## src/pdfs_pkg.sv

```systemverilog
// ----------------------------------------------------------------------------
// pdfs_pkg
// Shared types and constants of the pulse distance frame sender.
// ----------------------------------------------------------------------------
package pdfs_pkg;

  localparam int unsigned CfgW    = 12;
  localparam int unsigned CfgIdxW = 3;
  localparam int unsigned DataW   = 16;

  // Register indexes of the configuration port
  localparam logic [CfgIdxW-1:0] REG_SHORT_LOW   = 3'd0;
  localparam logic [CfgIdxW-1:0] REG_HEADER_LOW  = 3'd1;
  localparam logic [CfgIdxW-1:0] REG_HEADER_HIGH = 3'd2;
  localparam logic [CfgIdxW-1:0] REG_ZERO_HIGH   = 3'd3;
  localparam logic [CfgIdxW-1:0] REG_ONE_HIGH    = 3'd4;

  // Reset values of the duration registers
  localparam logic [CfgW-1:0] RST_SHORT_LOW   = 12'd250;
  localparam logic [CfgW-1:0] RST_HEADER_LOW  = 12'd1000;
  localparam logic [CfgW-1:0] RST_HEADER_HIGH = 12'd700;
  localparam logic [CfgW-1:0] RST_ZERO_HIGH   = 12'd750;
  localparam logic [CfgW-1:0] RST_ONE_HIGH    = 12'd1750;

  // Request operation codes
  localparam logic OP_TICK = 1'b0;
  localparam logic OP_LOAD = 1'b1;

  typedef struct packed {
    logic line_level;
    logic busy_res;
    logic accepted;
    logic frame_done;
  } res_t;

endpackage

```

## src/pdfs_in_if.sv

```systemverilog
// ----------------------------------------------------------------------------
// pdfs_in_if
// Request channel: one tick or one word load per request.
// ----------------------------------------------------------------------------
interface pdfs_in_if;
  logic                       valid;
  logic                       ready;
  logic                       operation;
  logic [pdfs_pkg::DataW-1:0] data_word;

  modport source (output valid, output operation, output data_word, input ready);
  modport sink (input valid, input operation, input data_word, output ready);
endinterface

```

## src/pdfs_out_if.sv

```systemverilog
// ----------------------------------------------------------------------------
// pdfs_out_if
// Result channel: line level and frame status after each request.
// ----------------------------------------------------------------------------
interface pdfs_out_if;
  logic valid;
  logic ready;
  logic line_level;
  logic busy_res;
  logic accepted;
  logic frame_done;

  modport source (
    output valid, output line_level, output busy_res, output accepted,
    output frame_done, input ready
  );
  modport sink (
    input valid, input line_level, input busy_res, input accepted,
    input frame_done, output ready
  );
endinterface

```

## src/pdfs_res_buf.sv

```systemverilog
// ----------------------------------------------------------------------------
// pdfs_res_buf
// Two-entry result buffer: output register plus skid register.
// ----------------------------------------------------------------------------
module pdfs_res_buf (
  input  logic           clk_i,
  input  logic           rst_ni,
  input  logic           push_i,
  input  pdfs_pkg::res_t push_data_i,
  output logic           push_ready_o,
  output logic           pop_valid_o,
  input  logic           pop_ready_i,
  output pdfs_pkg::res_t pop_data_o
);

  logic           main_valid_q, main_valid_d;
  logic           skid_valid_q, skid_valid_d;
  pdfs_pkg::res_t main_q, main_d;
  pdfs_pkg::res_t skid_q, skid_d;
  logic           pop;

  assign pop          = main_valid_q & pop_ready_i;
  assign push_ready_o = ~skid_valid_q;
  assign pop_valid_o  = main_valid_q;
  assign pop_data_o   = main_q;

  always_comb begin
    main_valid_d = main_valid_q;
    skid_valid_d = skid_valid_q;
    main_d       = main_q;
    skid_d       = skid_q;
    if (pop) begin
      if (skid_valid_q) begin
        // promote the waiting result; push is blocked while skid is full
        main_d       = skid_q;
        skid_valid_d = 1'b0;
      end else if (push_i) begin
        main_d = push_data_i;
      end else begin
        main_valid_d = 1'b0;
      end
    end else if (push_i) begin
      if (!main_valid_q) begin
        main_d       = push_data_i;
        main_valid_d = 1'b1;
      end else begin
        skid_d       = push_data_i;
        skid_valid_d = 1'b1;
      end
    end
  end

  always_ff @(posedge clk_i or negedge rst_ni) begin
    if (!rst_ni) begin
      main_valid_q <= 1'b0;
      skid_valid_q <= 1'b0;
    end else begin
      main_valid_q <= main_valid_d;
      skid_valid_q <= skid_valid_d;
    end
  end

  always_ff @(posedge clk_i) begin
    main_q <= main_d;
    skid_q <= skid_d;
  end

endmodule

```

## src/pulse_distance_frame_sender_top.sv

```systemverilog
// ----------------------------------------------------------------------------
// pulse_distance_frame_sender_top
// Sends a key word as a pulse distance frame on one idle-high line.
// ----------------------------------------------------------------------------
// Result: registered in the result buffer when its request is accepted.
// Throughput: one request per cycle while the skid register is empty; the
//   phase/tick counter update is a single decrement or period load, and a
//   two-entry result buffer keeps requests flowing while one result waits.
// Reset: idle, line high, duration registers at their default values.
// ----------------------------------------------------------------------------
module pulse_distance_frame_sender_top #(
  parameter int unsigned WORD_BITS = 16
) (
  input  logic                         clk_i,
  input  logic                         rst_ni,
  input  logic                         cfg_we_i,
  input  logic [pdfs_pkg::CfgIdxW-1:0] cfg_idx_i,
  input  logic [pdfs_pkg::CfgW-1:0]    cfg_data_i,
  pdfs_in_if.sink                      in_i,
  pdfs_out_if.source                   out_o
);

  localparam int unsigned PhW = $clog2(2 * WORD_BITS + 5);
  localparam logic [PhW-1:0] GuardPh = PhW'(4 + 2 * WORD_BITS);

  logic [pdfs_pkg::CfgW-1:0] short_low_q, header_low_q, header_high_q;
  logic [pdfs_pkg::CfgW-1:0] zero_high_q, one_high_q;

  logic [PhW-1:0]            phase_q, phase_d, next_ph;
  logic [pdfs_pkg::CfgW-1:0] ticks_q, ticks_d;
  logic [WORD_BITS-1:0]      shift_q, shift_d;
  logic                      sending_q, sending_d;
  logic                      level_q, level_d;
  logic [31:0]               word_ext;

  logic           in_acc;
  logic           buf_ready;
  pdfs_pkg::res_t res;

  assign in_acc   = in_i.valid & buf_ready;
  assign in_i.ready = buf_ready;
  assign word_ext = 32'(in_i.data_word);
  assign next_ph  = phase_q + PhW'(1);

  // Configuration writes
  always_ff @(posedge clk_i or negedge rst_ni) begin
    if (!rst_ni) begin
      short_low_q   <= pdfs_pkg::RST_SHORT_LOW;
      header_low_q  <= pdfs_pkg::RST_HEADER_LOW;
      header_high_q <= pdfs_pkg::RST_HEADER_HIGH;
      zero_high_q   <= pdfs_pkg::RST_ZERO_HIGH;
      one_high_q    <= pdfs_pkg::RST_ONE_HIGH;
    end else if (cfg_we_i) begin
      case (cfg_idx_i)
        pdfs_pkg::REG_SHORT_LOW:   short_low_q   <= cfg_data_i;
        pdfs_pkg::REG_HEADER_LOW:  header_low_q  <= cfg_data_i;
        pdfs_pkg::REG_HEADER_HIGH: header_high_q <= cfg_data_i;
        pdfs_pkg::REG_ZERO_HIGH:   zero_high_q   <= cfg_data_i;
        pdfs_pkg::REG_ONE_HIGH:    one_high_q    <= cfg_data_i;
        default: ;
      endcase
    end
  end

  always_comb begin
    phase_d   = phase_q;
    ticks_d   = ticks_q;
    shift_d   = shift_q;
    sending_d = sending_q;
    level_d   = level_q;
    res       = '0;
    if (in_acc) begin
      if (in_i.operation == pdfs_pkg::OP_LOAD) begin
        if (!sending_q) begin
          // start with the lead-in high
          shift_d    = word_ext[WORD_BITS-1:0];
          sending_d  = 1'b1;
          phase_d    = '0;
          level_d    = 1'b1;
          ticks_d    = short_low_q;
          res.accepted = 1'b1;
        end
      end else if (sending_q) begin
        if (ticks_q <= pdfs_pkg::CfgW'(1)) begin
          if (phase_q >= GuardPh) begin
            sending_d      = 1'b0;
            level_d        = 1'b1;
            phase_d        = '0;
            ticks_d        = '0;
            res.frame_done = 1'b1;
          end else begin
            // advance to the next period: even periods high, odd low
            phase_d = next_ph;
            level_d = ~next_ph[0];
            if (next_ph == PhW'(1)) begin
              ticks_d = header_low_q;
            end else if (next_ph == PhW'(2)) begin
              ticks_d = header_high_q;
            end else if (next_ph == GuardPh) begin
              ticks_d = one_high_q;
            end else if (next_ph[0]) begin
              ticks_d = short_low_q;
            end else begin
              ticks_d = shift_q[WORD_BITS-1] ? one_high_q : zero_high_q;
              shift_d = shift_q << 1;
            end
          end
        end else begin
          ticks_d = ticks_q - pdfs_pkg::CfgW'(1);
        end
      end
    end
    res.line_level = level_d;
    res.busy_res   = sending_d;
  end

  always_ff @(posedge clk_i or negedge rst_ni) begin
    if (!rst_ni) begin
      phase_q   <= '0;
      ticks_q   <= '0;
      shift_q   <= '0;
      sending_q <= 1'b0;
      level_q   <= 1'b1;
    end else begin
      phase_q   <= phase_d;
      ticks_q   <= ticks_d;
      shift_q   <= shift_d;
      sending_q <= sending_d;
      level_q   <= level_d;
    end
  end

  pdfs_pkg::res_t out_res;

  pdfs_res_buf u_res_buf (
    .clk_i        (clk_i),
    .rst_ni       (rst_ni),
    .push_i       (in_acc),
    .push_data_i  (res),
    .push_ready_o (buf_ready),
    .pop_valid_o  (out_o.valid),
    .pop_ready_i  (out_o.ready),
    .pop_data_o   (out_res)
  );

  assign out_o.line_level = out_res.line_level;
  assign out_o.busy_res   = out_res.busy_res;
  assign out_o.accepted   = out_res.accepted;
  assign out_o.frame_done = out_res.frame_done;

endmodule

```

## src/flat_wrapper.sv

```systemverilog
// flat-port wrapper written by rule: the top's interface ports become plain ports
module pulse_distance_frame_sender_top_flat 
#(
  parameter int unsigned WORD_BITS = 16
)
  (clk_i, rst_ni, cfg_we_i, cfg_idx_i, cfg_data_i, in_i_valid, in_i_operation, in_i_data_word, in_i_ready, out_o_valid, out_o_line_level, out_o_busy_res, out_o_accepted, out_o_frame_done, out_o_ready);
  pdfs_in_if in_i_i ();
  pdfs_out_if out_o_i ();
  input  logic clk_i;
  input  logic rst_ni;
  input  logic cfg_we_i;
  input  logic [pdfs_pkg::CfgIdxW-1:0] cfg_idx_i;
  input  logic [pdfs_pkg::CfgW-1:0] cfg_data_i;
  input wire logic [$bits(in_i_i.valid)-1:0] in_i_valid;
  input wire logic [$bits(in_i_i.operation)-1:0] in_i_operation;
  input wire logic [$bits(in_i_i.data_word)-1:0] in_i_data_word;
  output wire logic [$bits(in_i_i.ready)-1:0] in_i_ready;
  output wire logic [$bits(out_o_i.valid)-1:0] out_o_valid;
  output wire logic [$bits(out_o_i.line_level)-1:0] out_o_line_level;
  output wire logic [$bits(out_o_i.busy_res)-1:0] out_o_busy_res;
  output wire logic [$bits(out_o_i.accepted)-1:0] out_o_accepted;
  output wire logic [$bits(out_o_i.frame_done)-1:0] out_o_frame_done;
  input wire logic [$bits(out_o_i.ready)-1:0] out_o_ready;
  assign in_i_i.valid = in_i_valid;
  assign in_i_i.operation = in_i_operation;
  assign in_i_i.data_word = in_i_data_word;
  assign in_i_ready = in_i_i.ready;
  assign out_o_valid = out_o_i.valid;
  assign out_o_line_level = out_o_i.line_level;
  assign out_o_busy_res = out_o_i.busy_res;
  assign out_o_accepted = out_o_i.accepted;
  assign out_o_frame_done = out_o_i.frame_done;
  assign out_o_i.ready = out_o_ready;
  pulse_distance_frame_sender_top #(.WORD_BITS(WORD_BITS)) u_core (.clk_i(clk_i), .rst_ni(rst_ni), .cfg_we_i(cfg_we_i), .cfg_idx_i(cfg_idx_i), .cfg_data_i(cfg_data_i), .in_i(in_i_i), .out_o(out_o_i));
endmodule
```

## config.mk

```make
export PLATFORM = sky130hd
export DESIGN_NAME = pulse_distance_frame_sender_top_flat
export DESIGN_NICKNAME = d
export VERILOG_FILES = /design/src/pdfs_pkg.sv /design/src/pdfs_in_if.sv /design/src/pdfs_out_if.sv /design/src/pdfs_res_buf.sv /design/src/pulse_distance_frame_sender_top.sv /design/src/flat_wrapper.sv
export SDC_FILE = /design/constraint.sdc
export NUM_CORES = 1
export LEC_CHECK = 0
export BUFFER_PORTS_ARGS = -buffer_cell sky130_fd_sc_hd__buf_2
export CAP_MARGIN = 40
export CELL_PAD_IN_SITES_DETAIL_PLACEMENT = 2
export CELL_PAD_IN_SITES_GLOBAL_PLACEMENT = 2
export CORE_ASPECT_RATIO = 0.6
export CORE_MARGIN = 3
export CORE_UTILIZATION = 36
export DETAILED_ROUTE_END_ITERATION = 16
export GPL_TIMING_DRIVEN = 1
export PLACE_DENSITY_LB_ADDON = 0.12
export SYNTH_ARGS = -nofsm -noshare
export SYNTH_HDL_FRONTEND = slang
export SYNTH_HIERARCHICAL = 1
export SYNTH_SLANG_ARGS = --single-unit
```

## constraint.sdc

```tcl
create_clock -name clk_i -period 2.9 [get_ports clk_i]
set_input_delay 0.145 -clock clk_i [delete_from_list [all_inputs] [get_ports clk_i]]
set_output_delay 0.145 -clock clk_i [all_outputs]
set_load 0.01 [all_outputs]
```

### Word-level counts from Yosys, hierarchy flattened

Index checks and enable logic that the tools add are counted.

| storage, ports and cells | value |
|---|---|
| register bits after elaboration | 106 |
| input port bits | 37 |
| word-level logic and storage cells | 116 |

| cells by class | value |
|---|---|
| add/subtract/negate cells | 2 |
| $lt $le $gt $ge | 2 |
| equal/unequal tests | 16 |
| multiplexer cells | 53 |
| bitwise gates (word level) | 5 |
| reductions and logical operators | 18 |

Operator list:

| cell | number |
|---|---|
| $mux W16 | 9 |
| $mux W12 | 10 |
| $mux W6 | 5 |
| $mux W1 | 24 |
| $mux W4 | 5 |
| $ne A2 B2 Y1 const B | 8 |
| $le A12 B1 Y1 const B | 1 |
| $reduce_and A2 Y1 | 6 |
| $reduce_and A3 Y1 | 4 |
| $sub A12 B1 Y12 const B | 1 |
| $reduce_bool A2 Y1 | 5 |
| $reduce_and A9 Y1 | 1 |
| $add A6 B1 Y6 const B | 1 |
| $eq A3 B2 Y1 const B | 2 |
| $eq A6 B1 Y1 const B | 1 |
| $eq A6 B2 Y1 const B | 1 |
| $eq A6 B6 Y1 const B | 1 |
| $ge A6 B6 Y1 const B | 1 |
| $reduce_and A4 Y1 | 1 |
| $eq A3 B1 Y1 const B | 1 |
| $eq A3 B3 Y1 const B | 1 |
| $logic_not A3 Y1 | 1 |
| $not A1 Y1 | 3 |
| $and A1 B1 Y1 | 2 |
| $ne A2 B1 Y1 const B | 1 |

### Depth between registers and ports, before layout

Gate-level depths: netlist of the first run.

| depth | value |
|---|---|
| word-level depth | 10 |
| gate-level depth with buffers | 10 |

### Modules after synthesis

Netlist of the first run, hierarchy kept.

By module, submodules not included:

| module | instances | cells each | area each (µm²) | seq. area each (µm²) |
|---|---|---|---|---|
| pulse_distance_frame_sender_top | 1 | 518 | 5322.6 | 2443.6 |
| pdfs_res_buf | 1 | 24 | 395.4 | 290.3 |

### Worst setup path before layout of the first run

OpenSTA, ideal clock, no wires.

| timing path | value |
|---|---|
| path type | register -> register |
| from | register u_core.phase_q[0] |
| to | register u_core.shift_q[15] |
| library setup time | 0.083 ns |
| arrival time | 2.702 ns |
| required time | 2.817 ns |
| slack | 0.115 ns |
| stages on the path, launching flop included | 11 |
| buffers on the path | 4 |
| clock period less this slack | 2.785 ns |
| path through | dfrtp_1 clkbuf_1 clkinv_1 ha_1 clkbuf_1 or2_2 buf_1 a2111oi_4 buf_2 a22oi_1 o21ai_0 |

| on the way | value |
|---|---|
| longest elaborated chain between the ends | 4 |

RTL lines:

| item | RTL line | source |
|---|---|---|
| start: declaration | pulse_distance_frame_sender_top.sv:29 | `logic [PhW-1:0] phase_q, phase_d, next_ph;` |
| start signal: assignment | pulse_distance_frame_sender_top.sv:125 | `phase_q <= phase_d;` |
| $add A6 B1 Y6 | pulse_distance_frame_sender_top.sv:43 | `assign next_ph = phase_q + PhW'(1);` |
| $eq A6 B1 Y1 (tied with other cells) | pulse_distance_frame_sender_top.sv:95 | `if (next_ph == PhW'(1)) begin` |
| $ne A2 B2 Y1 (no source line) | -- |  |
| $reduce_and A9 Y1 (no source line) (*) | -- |  |
| end signal: assignment | pulse_distance_frame_sender_top.sv:127 | `shift_q <= shift_d;` |
| end: declaration | pulse_distance_frame_sender_top.sv:31 | `logic [WORD_BITS-1:0] shift_q, shift_d;` |

Every way passes the cells marked *; elsewhere a longest branch is shown, timed or not.
A chain may end at the register's enable or synchronous reset.

### Worst setup path after layout of the first run

| timing path | value |
|---|---|
| from | register u_core/ticks_q[4] in the netlist's numbering |
| to | register u_core.shift_q[0] |

| on the way | value |
|---|---|
| longest elaborated chain between the ends | 3 |

RTL lines:

| item | RTL line | source |
|---|---|---|
| start: declaration | pulse_distance_frame_sender_top.sv:30 | `logic [pdfs_pkg::CfgW-1:0] ticks_q, ticks_d;` |
| start signal: assignment | pulse_distance_frame_sender_top.sv:126 | `ticks_q <= ticks_d;` |
| $le A12 B1 Y1 | pulse_distance_frame_sender_top.sv:84 | `if (ticks_q <= pdfs_pkg::CfgW'(1)) begin` |
| $reduce_bool A2 Y1 (no source line) | -- |  |
| $reduce_and A9 Y1 (no source line) | -- |  |

Every way passes these cells.

==> results of run 1 <==
[area by class of cell]
cell class              count  share of cell area, %
multi-input cells         389                  42.88
flip-flops and latches    106                  41.92
repair buffers             63                  6.101
clock buffers              11                  3.895
well taps                 198                  3.799
inverters                  13                 0.7483
clock inverters             5                 0.6523
[through the flow]
| step | cell area (sq um) | power (mW) |
|---|---|---|
| after CTS | 6521 | 5.093 |
| after detailed placement | 6215 | 3.835 |
| after global routing | 6521 | 5.381 |
| final | 6521 | 5.066 |
| after global placement | 6215 | 3.732 |
| after floorplan | 5718 | 3.210 |
[how the worst min path moves through the flow]
stage,from,endpoint,slack [ns],cells past startpoint
finish,in_i_data_word[2],u_core/shift_q[2]$_DFFE_PN0P_,0.03,3
global route,in_i_data_word[12],u_core/shift_q[12]$_DFFE_PN0P_,0.03,3
CTS,in_i_data_word[2],u_core/shift_q[2]$_DFFE_PN0P_,0.03,3
detailed placement,rst_ni,u_core/one_high_q[5]$_DFFE_PN0P_,0.24,1
global placement,rst_ni,u_core/header_high_q[6]$_DFFE_PN0P_,0.23,1
floorplan,rst_ni,u_core/header_high_q[0]$_DFFE_PN0P_,-0.15,0
[sequential cells by signal, indices dropped and copies added, names as in the netlist, 4 cells and up]
signal                       cells
u_core/u_res_buf/pop_data_o      4
u_core/short_low_q              12
u_core/ticks_q                  12
u_core/zero_high_q              12
u_core/header_low_q             12
u_core/header_high_q            12
u_core/u_res_buf/skid_q          4
u_core/shift_q                  16
u_core/one_high_q               12
u_core/phase_q                   6
[layer usage]
layer	track usage [%]	routed length, um	vias to the layer above
li1	-	-	2128
met1	33.21	9430	2467
met2	31.53	8001	116
met3	3.388	845	6
met4	2.802	51	0
met5	0	0	-
[worst min-delay path, cell delays in order]
cell     delay (ns)
buf_2          0.08
a22oi_1        0.05
o21ai_0        0.07
[logic make-up after synthesis]
kind of cell             count (synthesis)  share of synthesized area [%]
AND/OR/NAND/NOR                        142                          13.24
flip-flops                             106                          47.81
XOR/XNOR                                 1                         0.1532
adder cells (fa/ha/maj)                  7                          1.532
buffers and inverters                   47                          3.545
AO/OA/AOI/OAI                          170                          20.28
multiplexers                            69                          13.44
[layout by cell type (no fill, tap or decap), types with 3 or more instances in the layout]
cell / count
a21oi_1: 29
a221o_1: 4
a222oi_1: 4
a22o_1: 4
a22oi_1: 32
a31oi_1: 8
a32oi_1: 4
and3_1: 6
buf_2: 41
buf_4: 19
clkbuf_16: 10
dfrtp_1: 65
dfstp_2: 33
edfxtp_1: 8
ha_1: 7
inv_1: 11
mux2_1: 4
mux2_2: 58
mux2i_1: 7
nand2_1: 39
nand2b_1: 4
nand3_1: 10
nand3b_1: 6
nand4_1: 3
nor2_1: 29
nor3_1: 11
nor4_1: 5
o21ai_0: 44
o21ai_1: 3
o22ai_1: 7
o31ai_1: 7
or3_1: 8
[synthesized netlist by cell type (8+ instances only)]
| cell type | n | area [sq um] |
|---|---|---|
| nand2_1 | 39 | 146.4 |
| a21oi_1 | 29 | 145.1 |
| dfstp_2 | 33 | 867.1 |
| dfrtp_1 | 65 | 1627 |
| nor3_1 | 13 | 65.06 |
| nand3_1 | 10 | 50.05 |
| clkbuf_1 | 26 | 97.59 |
| a22oi_1 | 32 | 240.2 |
| edfxtp_1 | 8 | 240.2 |
| mux2_2 | 58 | 653.1 |
| a31oi_1 | 8 | 50.05 |
| nor2_1 | 29 | 108.9 |
| o21ai_0 | 44 | 220.2 |
| or3_1 | 8 | 50.05 |
| inv_1 | 11 | 41.29 |
[what timing repair did]
item,4_1_cts,5_1_grt
hold endpoints to repair,37,0
hold buffers,1,0
buffers inserted,0,0
resized for setup,0,0
[power groups by stage]
stage	Combinational, mW	Sequential (mW)	Clock [mW]
after global routing	1.78	2.26	1.34
after CTS	1.62	2.21	1.26
after global placement	1.53	2.20	0
after detailed placement	1.60	2.23	0
after floorplan	1.10	2.11	0
final	1.62	2.21	1.23
==> impl_metrics.tcl, run 1 <==
set metrics [dict create \
    power.share.clock_pct 24.3 \
    coreArea_sq_mm 0.01502 \
    syn_to_final_growth_pct 14.05 \
    synth_edf_count 8 \
    drc_errors 0 \
    intPower_mw 3.172 \
    antenna_found_initial 0 \
    cts-root-buf "clkbuf_16" \
    hold_viol 0 \
    tightestPinTransition_ns 0.8456 \
    maxSlewHeadroom_pct 43.47 \
    diodes 0 \
    wl_per_cell_um 23.35 \
    dr.pass1.iters 5 \
    worst_setup_path_start_kind "register" \
    dieArea_sq_mm 0.01748 \
    grt_pass1_vias 5035 \
    worstSetupPathType "register to register" \
    switching_share_pct 37.39 \
    required_ns 3.14 \
    synthCells 542 \
    cts_tree "done" \
    p_sw_mw 1.894 \
    cts_sinks 106 \
    endpoint "u_core/shift_q[0]$_DFFE_PN0P_" \
    dpl.cell_count 768 \
    ys_async_sr_fraction_pct 92.45 \
    htreeDepth 3 \
    yosysSeqAreaShare_pct 47.81 \
    wl_um 18330 \
    path_depth 6 \
    grt_max_degree 55 \
    fin_worst_skew_ns 0.01010 \
    max_stage_delay_ns 0.60 \
    first_iter_violations 430 \
    setup_ws_ns 0.3044 \
    worstRegToRegCells 6 \
    ff_latch_area_sq_mm 0.002734 \
    crit_arrival_ns 2.84 \
    r2r_setup_slack_ns 0.30 \
    grt.total_usage_pct 21.23 \
    critPathSlowestCell "or4_4" \
    place_ws_ns 0.3521 \
    crit_fanout 18 \
    io_pins 43 \
    fin_crit_ns 2.596 \
    clk_latency_ns 0.36 \
    fin_hold_ws_ns 0.02899 \
    cts.reportedPaths.clkPinSlew_ns 0.07 \
    status "complete, no violations" \
    rows 34 \
    port_buffers 42 \
    yosys_most_used_dff "dfrtp_1" \
    cp_cell_sequence "or4_4 > or3_4 > o21ai_4 > nand3_4 > a21o_1 > a22o_1" \
    sequentialPowerShare_pct 43.7 \
    synth.distinct_cells 67 \
    endpoint_kind "register" \
    timing.rr.start "u_core/ticks_q[4]$_DFFE_PN0P_" \
    cap_violations 0 \
    hp-class "input port to register" \
    fin_util_pct 43.43 \
    slew_violations 0 \
    cts_buffers 9 \
    path_buf_inv 0 \
    multi_input_area_sq_mm 0.002796 \
    power.leakage_nw 2.556 \
    clock.fmax_mhz 385.3 \
    start_util_pct 38.08 \
    gp_congestion 0.8633 \
    fp.dieW_um 168.7 \
    ys_warn_count 6 \
    layout-drive-gt1-share_pct 32.20 \
    layout.cells.non_filler 785 \
    crit_family "simple AND/OR/NAND/NOR gates" \
    fp.dieH_um 103.6 \
    worstReg2RegEnd "u_core/shift_q[0]$_DFFE_PN0P_" \
    netlist_area_sq_mm 0.005718 \
    ys_seq_elements 106 \
    avgSynthCellArea_sq_um 10.55 \
    crit_start "u_core/ticks_q[4]$_DFFE_PN0P_" \
    viasPerCell 6.009 \
    final-setup-viol-count 0 \
    clockBufferDepth 2 \
    fin_crit_sh_pct 89.50 \
    ant_nets 0 \
    p_comb_share_pct 32.1 \
    nNetsFinal 626 \
    grt_first_pass_wirelength_um 29260 \
    n_fill_cell 1590 \
    overflow 0 \
    irDropWorstVdd_mv 0.3042 \
    p_per_area_mw_per_mm2 776.9 \
    vias 4717 \
    setup_tns_ns 0 \
    synth_fp_nets 586 \
    place_hpwl_um 13520 \
    rsz0062_at_grt "false" \
]
Power figures use the tool's default switching activity.
==> run 2, diff against run 1 <==
--- a/config.mk
+++ b/config.mk
@@ -11,10 +11,10 @@
 export CELL_PAD_IN_SITES_GLOBAL_PLACEMENT = 2
 export CORE_ASPECT_RATIO = 0.6
 export CORE_MARGIN = 3
-export CORE_UTILIZATION = 36
+export CORE_UTILIZATION = 30
 export DETAILED_ROUTE_END_ITERATION = 16
 export GPL_TIMING_DRIVEN = 1
-export PLACE_DENSITY_LB_ADDON = 0.12
+export PLACE_DENSITY = 0.65
 export SYNTH_ARGS = -nofsm -noshare
 export SYNTH_HDL_FRONTEND = slang
 export SYNTH_HIERARCHICAL = 1
==> impl_metrics.tcl, run 2 (synthesis gave the netlist of run 1 again) <==
set metrics [dict create \
    layout.cells.non_filler 829 \
    critPathSlowestCell "or4_4" \
    cts.reportedPaths.clkPinSlew_ns 0.08 \
    clk_latency_ns 0.36 \
    grt.total_usage_pct 19.12 \
    fp.dieW_um 184.2 \
    largest_register_ffs 16 \
    overflow 0 \
    fin_crit_ns 2.706 \
    slew_violations 0 \
    setup_tns_ns 0 \
    start_util_pct 31.16 \
    tightestPinTransition_ns 0.8306 \
    coreArea_sq_mm 0.01835 \
    hold_depth 3 \
    crit_fanout 8 \
    viasPerCell 5.621 \
    dr.pass1.iters 5 \
    path_depth 6 \
    place_hpwl_um 13910 \
    rows 38 \
    dpl.cell_count 811 \
    cts_sinks 106 \
    worstRegToRegCells 6 \
    n_fill_cell 1954 \
    timing.rr.start "u_core/ticks_q[4]$_DFFE_PN0P_" \
    crit_family "simple AND/OR/NAND/NOR gates" \
    fin_worst_skew_ns 0.01154 \
    max_stage_delay_ns 0.60 \
    grt_max_degree 51 \
    grt_pass1_vias 5044 \
    layout-drive-gt1-share_pct 32.26 \
    regMostFlops "u_core/shift_q" \
    wl_um 19110 \
    final-setup-viol-count 0 \
    endpoint "u_core/u_res_buf/pop_data_o[3]$_DFFE_PP_" \
    port_buffers 42 \
    crit_start "u_core/ticks_q[4]$_DFFE_PN0P_" \
    required_ns 3.12 \
    path_buf_inv 0 \
    fp.dieH_um 112.9 \
    mostFrequentLayoutCell "dfrtp_1" \
    power.leakage_nw 2.567 \
    diodes 0 \
    io_pins 43 \
    p_per_area_mw_per_mm2 778.7 \
    cts_buffers 9 \
    gp_congestion 0.8557 \
    wl_per_cell_um 23.05 \
    cts-root-buf "clkbuf_16" \
    hp-class "input port to register" \
    min-delay-start "in_i_data_word[5]" \
    antenna_found_initial 0 \
    crit_arrival_ns 2.93 \
    worstReg2RegEnd "u_core/u_res_buf/pop_data_o[3]$_DFFE_PP_" \
    grt_first_pass_wirelength_um 30660 \
    irDropWorstVdd_mv 0.3164 \
    final_cell_mix "65 x dfrtp_1, 58 x mux2_2, 44 x o21ai_0" \
    hold_viol 0 \
    fin_crit_sh_pct 93.30 \
    worstSetupPathType "register to register" \
    maxSlewHeadroom_pct 44.47 \
    drc_errors 0 \
    status "complete, no violations" \
    first_iter_violations 330 \
    clockBufferDepth 2 \
    dieArea_sq_mm 0.02081 \
    nNetsFinal 628 \
    cts_tree "done" \
    syn_to_final_growth_pct 15.23 \
    vias 4660 \
    cap_violations 0 \
    rsz0062_at_grt "false" \
    clock.fmax_mhz 369.6 \
    htreeDepth 3 \
    r2r_setup_slack_ns 0.19 \
    worst_setup_path_start_kind "register" \
    cp_cell_sequence "or4_4 > or3_4 > nor2_1 > a31oi_1 > o22ai_1 > mux2_1" \
    endpoint_kind "register" \
    ant_nets 0 \
]
-- run 2: how the worst min path moves through the flow --
stage	slack (ns)	to
2_1_floorplan	-0.15	u_core/header_high_q[0]$_DFFE_PN0P_
3_3_place_gp	0.24	u_core/u_res_buf/pop_valid_o$_DFFE_PN0P_
3_5_place_dp	0.26	u_core/u_res_buf/pop_valid_o$_DFFE_PN0P_
4_1_cts	0.005	u_core/u_res_buf/skid_valid_q$_DFFE_PN0P_
5_1_grt	0.02	u_core/shift_q[3]$_DFFE_PN0P_
6_report	0.02	u_core/shift_q[5]$_DFFE_PN0P_
-- run 2: worst register-to-register path: stages (launching register included) --
cell and delay (ns):
dfrtp_1 0.48, or4_4 0.61, or3_4 0.39, nor2_1 0.43, a31oi_1 0.16, o22ai_1 0.30, mux2_1 0.19
-- run 2: cell type report --
| class | instances | area (sq um) | share of cell area, % |
|---|---|---|---|
| Clock buffer | 10 | 239.0 | 3.627 |
| Clock inverter | 6 | 72.57 | 1.101 |
| Inverter | 13 | 48.80 | 0.7406 |
| Multi-Input combinational cell | 389 | 2791 | 42.37 |
| Sequential cell | 106 | 2734 | 41.49 |
| Tap cell | 240 | 300.3 | 4.558 |
| Timing Repair Buffer | 65 | 402.9 | 6.115 |
-- run 2: timing repair --
item,CTS,global route
hold buffers,2,0
resized for setup,0,0
buffers inserted,0,0
endpoints found under the hold margin,32,0
-- run 2: through the flow --
stage / setup slack [ns] / instance area [sq um] / hold slack (ns) / utilization [%] / power [mW]
floorplan: 0.1150 / 5718 / -0.1506 / - / 3.210
global placement: 0.3812 / 6257 / 0.2400 / 34.09 / 3.744
detailed placement: 0.2878 / 6257 / 0.2579 / 34.09 / 3.836
CTS: 0.2402 / 6589 / 0.004660 / 35.90 / 5.192
global route: 0.09929 / 6589 / 0.01905 / 35.90 / 5.471
finish: 0.1943 / 6589 / 0.01902 / 35.90 / 5.131
-- run 2: power breakdown --
group / switching [mW] / internal, mW / total (mW)
Combinational: 0.987 / 0.630 / 1.62
Sequential: 0.327 / 1.89 / 2.22
Clock: 0.593 / 0.703 / 1.30
Total: 1.91 / 3.22 / 5.13
-- run 2: per-layer routing --
metal	up-vias	global-route usage (%)	routed length, um
met5	-	0	0
met4	0	4.227	209
met3	15	3.244	681
met2	74	28.26	8302
met1	2444	29.23	9916
li1	2127	-	-
